## config.mk

```make
export PLATFORM = sky130hd
export DESIGN_NAME = opaque_pixel_bounding_box_core
export DESIGN_NICKNAME = d
export VERILOG_FILES = /design/src/hdl/opbb_pkg.sv /design/src/hdl/opbb_row_scan.sv /design/src/hdl/opaque_pixel_bounding_box_core.sv
export SDC_FILE = /design/constraint.sdc
export NUM_CORES = 1
export LEC_CHECK = 0
export ABC_AREA = 1
export BUFFER_PORTS_ARGS = -buffer_cell sky130_fd_sc_hd__buf_2
export CORE_UTILIZATION = 51
export DETAILED_ROUTE_END_ITERATION = 10
export HOLD_SLACK_MARGIN = 0.12
export PLACE_DENSITY = 0.77
export SYNTH_ARGS = -nofsm -noshare
export SYNTH_HDL_FRONTEND = slang
export SYNTH_SLANG_ARGS = --single-unit
```

## constraint.sdc

```tcl
create_clock -name clk_i -period 3.4 [get_ports clk_i]
set_input_delay 0.68 -clock clk_i [delete_from_list [all_inputs] [get_ports clk_i]]
set_output_delay 0.68 -clock clk_i [all_outputs]
set_load 0.02 [all_outputs]
```

## src/hdl/opbb_pkg.sv

```systemverilog
// Shared types, shape tables and helpers for the opaque pixel bounding box block.
package opbb_pkg;

  localparam int unsigned NumCodes  = 12;
  localparam int unsigned PixW      = 8;
  localparam int unsigned PixPerRow = 8;
  localparam int unsigned RowW      = PixW * PixPerRow;
  localparam int unsigned OutDataW  = 32;

  typedef logic [3:0] size_code_t;
  typedef logic [6:0] dim_t;

  localparam dim_t ShapeW [NumCodes] = '{
    7'd8, 7'd16, 7'd32, 7'd64, 7'd16, 7'd32, 7'd32, 7'd64, 7'd8, 7'd8, 7'd16, 7'd32
  };
  localparam dim_t ShapeH [NumCodes] = '{
    7'd8, 7'd16, 7'd32, 7'd64, 7'd8, 7'd8, 7'd16, 7'd32, 7'd16, 7'd32, 7'd32, 7'd64
  };

  // Summary of one tile row: any opaque pixel, first and last opaque column.
  typedef struct packed {
    logic       any;
    logic [2:0] first;
    logic [2:0] last;
  } row_scan_t;

  // Unused codes fall back to the 8x8 shape.
  function automatic dim_t sprite_w(size_code_t code);
    dim_t w;
    w = ShapeW[0];
    if (code < 4'(NumCodes)) w = ShapeW[code];
    return w;
  endfunction

  function automatic dim_t sprite_h(size_code_t code);
    dim_t h;
    h = ShapeH[0];
    if (code < 4'(NumCodes)) h = ShapeH[code];
    return h;
  endfunction

endpackage

```

## src/hdl/opbb_row_scan.sv

```systemverilog
// Per-row opaque pixel scan: flags nonzero bytes and finds first/last opaque column.
module opbb_row_scan (
  input  logic [opbb_pkg::RowW-1:0] row_i,
  output opbb_pkg::row_scan_t       scan_o
);

  logic [opbb_pkg::PixPerRow-1:0] opaque;

  always_comb begin
    for (int k = 0; k < opbb_pkg::PixPerRow; k++) begin
      opaque[k] = |row_i[k*opbb_pkg::PixW +: opbb_pkg::PixW];
    end
  end

  always_comb begin
    scan_o.any   = |opaque;
    scan_o.first = 3'd0;
    scan_o.last  = 3'd0;
    // High to low so the lowest opaque column wins.
    for (int k = opbb_pkg::PixPerRow - 1; k >= 0; k--) begin
      if (opaque[k]) scan_o.first = 3'(k);
    end
    for (int k = 0; k < opbb_pkg::PixPerRow; k++) begin
      if (opaque[k]) scan_o.last = 3'(k);
    end
  end

endmodule

```

## src/hdl/opaque_pixel_bounding_box_core.sv

```systemverilog
// Top level: opaque pixel bounding box of an 8bpp tiled sprite, one tile row per word.
//
//  Channel   | Dir | Signals                               | Word
//  ----------+-----+---------------------------------------+-----------------------------------
//  s_axis    | in  | s_axis_tvalid_i/tready_o/tdata_i      | row_pixels[63:0]
//  m_axis    | out | m_axis_tvalid_o/tready_i/tdata_o      | left,top,width,height,any_opaque
//  cfg       | in  | cfg_we_i, cfg_wdata_i                 | size_code[3:0]
//
// One input word per cycle while the input is not stalled. Stage one registers the row scan
// (opaque flags, first and last opaque column); stage two updates the position counters and
// running min/max and, on the sprite's last tile row, loads the result register. Result valid
// is registered and rises when stage two advances on the sprite's last row. Reset clears
// counters to zero and sets the minima to the 8x8 shape. A stall only holds the input when
// the last row meets a full result register.
module opaque_pixel_bounding_box_core (
  input  logic                          clk_i,
  input  logic                          rst_ni,
  // tdata: row_pixels[63:0], byte k = pixel column k
  input  logic                          s_axis_tvalid_i,
  output logic                          s_axis_tready_o,
  input  logic [opbb_pkg::RowW-1:0]     s_axis_tdata_i,
  // tdata: box_left[5:0], box_top[11:6], box_width[18:12], box_height[25:19],
  //        any_opaque[26], zero[31:27]
  output logic                          m_axis_tvalid_o,
  input  logic                          m_axis_tready_i,
  output logic [opbb_pkg::OutDataW-1:0] m_axis_tdata_o,
  // size_code register write
  input  logic                          cfg_we_i,
  input  opbb_pkg::size_code_t          cfg_wdata_i
);

  // ---------------- Stage one: row scan register ----------------
  opbb_pkg::row_scan_t scan_c, scan_q;
  logic                scan_v_d, scan_v_q;
  logic                in_acc;
  logic                advance;

  opbb_row_scan u_row_scan (
    .row_i  (s_axis_tdata_i),
    .scan_o (scan_c)
  );

  assign in_acc = s_axis_tvalid_i && s_axis_tready_o;

  // ---------------- Stage two: sprite state ----------------
  opbb_pkg::size_code_t size_code_d, size_code_q;
  logic [2:0] tile_col_d, tile_col_q;
  logic [2:0] tile_row_d, tile_row_q;
  logic [2:0] row_in_tile_d, row_in_tile_q;
  logic [6:0] min_col_d, min_col_q;
  logic [5:0] max_col_d, max_col_q;
  logic [6:0] min_row_d, min_row_q;
  logic [5:0] max_row_d, max_row_q;

  opbb_pkg::dim_t wdim, hdim, new_wdim, new_hdim;
  logic [3:0] wcnt, hcnt;
  logic       row_end, col_end, trow_end, is_last;
  logic [5:0] ry, rx_min, rx_max;
  logic [6:0] min_col_n, min_row_n;
  logic [5:0] max_col_n, max_row_n;

  assign wdim     = opbb_pkg::sprite_w(size_code_q);
  assign hdim     = opbb_pkg::sprite_h(size_code_q);
  assign new_wdim = opbb_pkg::sprite_w(cfg_wdata_i);
  assign new_hdim = opbb_pkg::sprite_h(cfg_wdata_i);
  assign wcnt     = wdim[6:3];
  assign hcnt     = hdim[6:3];

  assign row_end  = (row_in_tile_q == 3'd7);
  assign col_end  = (({1'b0, tile_col_q} + 4'd1) >= wcnt);
  assign trow_end = (({1'b0, tile_row_q} + 4'd1) >= hcnt);
  assign is_last  = row_end && col_end && trow_end;

  assign ry     = {tile_row_q, row_in_tile_q};
  assign rx_min = {tile_col_q, scan_q.first};
  assign rx_max = {tile_col_q, scan_q.last};

  // Running extremes including the row in stage two.
  always_comb begin
    min_col_n = min_col_q;
    max_col_n = max_col_q;
    min_row_n = min_row_q;
    max_row_n = max_row_q;
    if (scan_q.any) begin
      if ({1'b0, rx_min} < min_col_q) min_col_n = {1'b0, rx_min};
      if (rx_max > max_col_q)         max_col_n = rx_max;
      if ({1'b0, ry} < min_row_q)     min_row_n = {1'b0, ry};
      if (ry > max_row_q)             max_row_n = ry;
    end
  end

  // ---------------- Result register ----------------
  logic       out_v_d, out_v_q;
  logic [5:0] box_left_d, box_left_q;
  logic [5:0] box_top_d, box_top_q;
  logic [6:0] box_width_d, box_width_q;
  logic [6:0] box_height_d, box_height_q;
  logic       any_d, any_q;
  logic       box_ok;

  // Stage two stalls only when it must emit and the result register is still held.
  assign advance         = scan_v_q && (!is_last || !out_v_q || m_axis_tready_i);
  assign s_axis_tready_o = !scan_v_q || advance;

  assign box_ok = (min_col_n < wdim) && ({1'b0, max_col_n} >= min_col_n)
               && ({1'b0, max_row_n} >= min_row_n);

  always_comb begin
    if (box_ok) begin
      box_left_d   = min_col_n[5:0];
      box_top_d    = min_row_n[5:0];
      box_width_d  = 7'({1'b0, max_col_n} - min_col_n + 7'd1);
      box_height_d = 7'({1'b0, max_row_n} - min_row_n + 7'd1);
      any_d        = 1'b1;
    end else begin
      box_left_d   = 6'd0;
      box_top_d    = 6'd0;
      box_width_d  = 7'd0;
      box_height_d = 7'd0;
      any_d        = 1'b0;
    end
  end

  // Next state for stage one, sprite state and result valid.
  always_comb begin
    scan_v_d      = scan_v_q;
    size_code_d   = size_code_q;
    tile_col_d    = tile_col_q;
    tile_row_d    = tile_row_q;
    row_in_tile_d = row_in_tile_q;
    min_col_d     = min_col_q;
    max_col_d     = max_col_q;
    min_row_d     = min_row_q;
    max_row_d     = max_row_q;
    out_v_d       = out_v_q;

    if (in_acc) begin
      scan_v_d = 1'b1;
    end else if (advance) begin
      scan_v_d = 1'b0;
    end

    if (out_v_q && m_axis_tready_i) out_v_d = 1'b0;

    if (cfg_we_i) begin
      // New shape restarts the sprite.
      size_code_d   = cfg_wdata_i;
      tile_col_d    = 3'd0;
      tile_row_d    = 3'd0;
      row_in_tile_d = 3'd0;
      min_col_d     = new_wdim;
      max_col_d     = 6'd0;
      min_row_d     = new_hdim;
      max_row_d     = 6'd0;
    end else if (advance) begin
      if (is_last) begin
        out_v_d       = 1'b1;
        tile_col_d    = 3'd0;
        tile_row_d    = 3'd0;
        row_in_tile_d = 3'd0;
        min_col_d     = wdim;
        max_col_d     = 6'd0;
        min_row_d     = hdim;
        max_row_d     = 6'd0;
      end else begin
        min_col_d = min_col_n;
        max_col_d = max_col_n;
        min_row_d = min_row_n;
        max_row_d = max_row_n;
        if (row_end) begin
          row_in_tile_d = 3'd0;
          if (col_end) begin
            tile_col_d = 3'd0;
            tile_row_d = tile_row_q + 3'd1;
          end else begin
            tile_col_d = tile_col_q + 3'd1;
          end
        end else begin
          row_in_tile_d = row_in_tile_q + 3'd1;
        end
      end
    end
  end

  always_ff @(posedge clk_i or negedge rst_ni) begin
    if (!rst_ni) begin
      scan_v_q      <= 1'b0;
      size_code_q   <= '0;
      tile_col_q    <= 3'd0;
      tile_row_q    <= 3'd0;
      row_in_tile_q <= 3'd0;
      min_col_q     <= opbb_pkg::ShapeW[0];
      max_col_q     <= 6'd0;
      min_row_q     <= opbb_pkg::ShapeH[0];
      max_row_q     <= 6'd0;
      out_v_q       <= 1'b0;
    end else begin
      scan_v_q      <= scan_v_d;
      size_code_q   <= size_code_d;
      tile_col_q    <= tile_col_d;
      tile_row_q    <= tile_row_d;
      row_in_tile_q <= row_in_tile_d;
      min_col_q     <= min_col_d;
      max_col_q     <= max_col_d;
      min_row_q     <= min_row_d;
      max_row_q     <= max_row_d;
      out_v_q       <= out_v_d;
    end
  end

  // Payload registers, no reset.
  always_ff @(posedge clk_i) begin
    if (in_acc) scan_q <= scan_c;
    if (advance && is_last && !cfg_we_i) begin
      box_left_q   <= box_left_d;
      box_top_q    <= box_top_d;
      box_width_q  <= box_width_d;
      box_height_q <= box_height_d;
      any_q        <= any_d;
    end
  end

  assign m_axis_tvalid_o = out_v_q;
  assign m_axis_tdata_o  = {5'd0, any_q, box_height_q, box_width_q, box_top_q, box_left_q};

endmodule
```

==> impl_metrics.env <==
export IMPL_cp_slowest_cell="dfrtp_2"
export IMPL_place_inst=987
export IMPL_drt_total_wl_mm=13.50
export IMPL_ios=107
export IMPL_cts_made_buffers=9
export IMPL_max_freq_mhz=300.3
export IMPL_vdd_drop_max_v=0.0007267
export IMPL_ys_warn_count=0
export IMPL_clkTransAtPathRegs_ns=0.08
export IMPL_clock_skew_ns=0.009983
export IMPL_diodes=0
export IMPL_ys_ff_latch=75
export IMPL_finalMaxSlewViolations=0
export IMPL_worstSetupPathType="reg -> reg"
export IMPL_power_mw=6.872
export IMPL_num_nets_final=1025
export IMPL_finalWorstSetupSlack_ns=0.07049
export IMPL_grt_overflow_total=0
export IMPL_antenna_found_initial=0
export IMPL_powerDensity_nw_per_um2=970.0
export IMPL_postSynthAreaPerCell_um2=7.773
export IMPL_ys_top_cells_by_area="edfxtp_1 18%, dfrtp_1 17%, ha_1 16%, nand2_1 11%, inv_1 7.9%"
export IMPL_finalHoldViolations=0
export IMPL_drive_gt1_frac=0.2758
export IMPL_cts_tree="built"
export IMPL_synthesis_area_um2=5705
export IMPL_fp_coreArea_um2=10890
export IMPL_maxCapViolations=0
export IMPL_rows=38
export IMPL_ant_nets=0
export IMPL_timing_final_crit_share=0.9793
export IMPL_synth_top_area_share=0.1789
export IMPL_required_ns=3.52
export IMPL_place_gp_congestion=0.8695
export IMPL_drc=0
export IMPL_dp_final_hpwl_mm=9.983
export IMPL_period_minus_slack_ns=3.330
export IMPL_yosys_top_cells_count="163 x nand2_1, 120 x inv_1, 73 x ha_1"
export IMPL_clock_tree_root_cell="clkbuf_8"
export IMPL_grt_pass1_vias=4844
export IMPL_grtUsageTotal=0.2308
export IMPL_min_path_type="reg -> reg"
export IMPL_ys_flop_type="dfrtp_1"
export IMPL_drt_initial_drc_count=273
export IMPL_fin_hold_ws_ns=0.4736
export IMPL_syn_to_final_growth_pct=24.17
export IMPL_clk_path_buf_depth=2
export IMPL_fillers=947
export IMPL_dieArea_um2=11610
export IMPL_synth_edf_count=34
export IMPL_die_x_um=107.8
export IMPL_yosysSeqAreaShare=0.3592
export IMPL_ctsHoldBuffers=0
export IMPL_async_reset_ff_frac=0.5467
export IMPL_die_y_um=107.8
export IMPL_synth_distinct_cells=40
export IMPL_setup_viol=0
export IMPL_layout_cells_non_filler=1021
export IMPL_worst_pin_slew_ns=0.9759
export IMPL_vias=5273
export IMPL_critPathCaptureType="flip-flop"
export IMPL_grt_first_pass_wirelength_mm=21.20
export IMPL_pre_cts_slack_ns=0.002980
export IMPL_io_buffers=101
export IMPL_initial_utilization=0.5240
export IMPL_cp_common_cell="nand2_1"
export IMPL_cp_max_fo=7
export IMPL_dr_pass1_iters=5
export IMPL_clk_latency_ns=0.36
export IMPL_syn_inst=734
export IMPL_maxSlewHeadroom=0.3494
export IMPL_wl_per_cell_um=13.22
export IMPL_htreeDepth=3
export IMPL_crit_path_cell_trace="buf_4, ha_1, nand2_1, nand2_1, nand2_1, nand2_2, nor2_4, nand2_4, o21ai_1, ha_1, buf_4, a21oi_1, o21ai_0, a21oi_1, o21ai_1, nand2_1, nor2_2, nand2_4, clkbuf_16, nor2_2"
export IMPL_routed_via_density=5.165
export IMPL_crit_path_max_incr_delay_ns=0.47
export IMPL_startpoint_type="flip-flop"
export IMPL_yosys_area_top_type="edfxtp_1"
export IMPL_clkSinkCount=75
export IMPL_synthMostInstantiatedCell="nand2_1"
export IMPL_p_leak_nw=3.584
export IMPL_worstPathArrival_ns=3.45
export IMPL_status="complete, no violations"
export IMPL_grt_max_degree=42
[where the power goes]
| part | internal [mW] | leakage [nW] | total [mW] | switching [mW] |
|---|---|---|---|---|
| Clock | 0.341 | 0.0966 | 0.702 | 0.361 |
| Combinational | 2.14 | 2.64 | 4.94 | 2.80 |
| Sequential | 1.14 | 0.848 | 1.23 | 0.0822 |
[per-layer routing]
metal	track usage	vias up	part of all wire
met5	0	-	0
met3	0.04479	23	0.057
met2	0.3929	152	0.49
met1	0.2950	2422	0.44
li1	-	2676	-
met4	0.06947	0	0.016
[what timing repair did]
action,in CTS,in global routing
resized for setup,4,64
gates cloned,0,3
setup endpoints to repair,22,28
pin swaps,2,17
setup buffers,1,14
hold endpoints to repair,0,0
[critical path, delay by kind of cell, from the launching register on]
family | cells | cell delay (ns)
simple gates | 10 | 0.86
compound gates | 5 | 0.76
buf+inv | 3 | 0.50
fa+ha+maj | 2 | 0.49
flops | 1 | 0.47
[per-stage QoR]
step           setup TNS, ns  utilization  cell area, um2
2_1_floorplan              0            -            5723
3_3_place_gp               0       0.5976            6506
3_5_place_dp               0       0.5976            6506
4_1_cts                    0       0.6166            6714
5_1_grt              -0.3747       0.6507            7084
6_report                   0       0.6507            7084
[registers in the layout (all words and copies together), names as in the netlist, 3 cells and up]
| register | count |
|---|---|
| row_in_tile_q | 3 |
| box_height_q | 7 |
| box_left_q | 6 |
| tile_row_q | 3 |
| tile_col_q | 3 |
| size_code_q | 4 |
| rx_min | 3 |
| rx_max | 3 |
| max_col_q | 6 |
| box_width_q | 7 |
| min_col_q | 7 |
| max_row_q | 6 |
| box_top_q | 6 |
| min_row_q | 7 |
[cell type report]
cell class,instances,area [um2],share of cell area
clock buffer,10,127.6,0.01801
timing repair buffer,142,895.9,0.1265
clock inverter,6,65.06,0.009184
inverter,125,469.2,0.06623
multi-input combinational,523,3298,0.4656
tap,140,175.2,0.02473
sequential,75,2053,0.2898
[cells in the final DEF, fill, tap and decap left out, types with 26 or more instances in the layout]
cell type | netlist | layout
nand2_1 | 163 | 157
inv_1 | 120 | 114
buf_2 | 5 | 100
ha_1 | 73 | 67
nor2_1 | 68 | 60
dfrtp_1 | 39 | 36
buf_4 | 7 | 35
nand3_1 | 37 | 34
edfxtp_1 | 34 | 34
a21oi_1 | 30 | 27
nor2_2 | 20 | 26
[logic make-up after synthesis]
| kind of cell | share of synthesized area |
|---|---|
| DFF | 0.3592 |
| other | 0.0006573 |
| and+or+nand+nor | 0.2480 |
| AOI/OAI and AO/OA | 0.1053 |
| adders and majority gates | 0.1706 |
| xor gates and xnor gates | 0.01381 |
| buffers and inverters | 0.1024 |
[final timing paths]
kind | depth (start not counted) | slack (ns) | to | from
max in group asynchronous | 1 | 2.26 | tile_col_q[2] | rst_ni
min in group asynchronous | 1 | 0.48 | size_code_q[0] | rst_ni
min reg2reg | 2 | 0.47 | min_row_q[3] | min_row_q[3]
max reg2reg | 20 | 0.07 | box_height_q[2] | tile_col_q[0]
max | 20 | 0.07 | box_height_q[2] | tile_col_q[0]
min | 2 | 0.47 | min_row_q[3] | min_row_q[3]
Power figures use the tool's default switching activity.
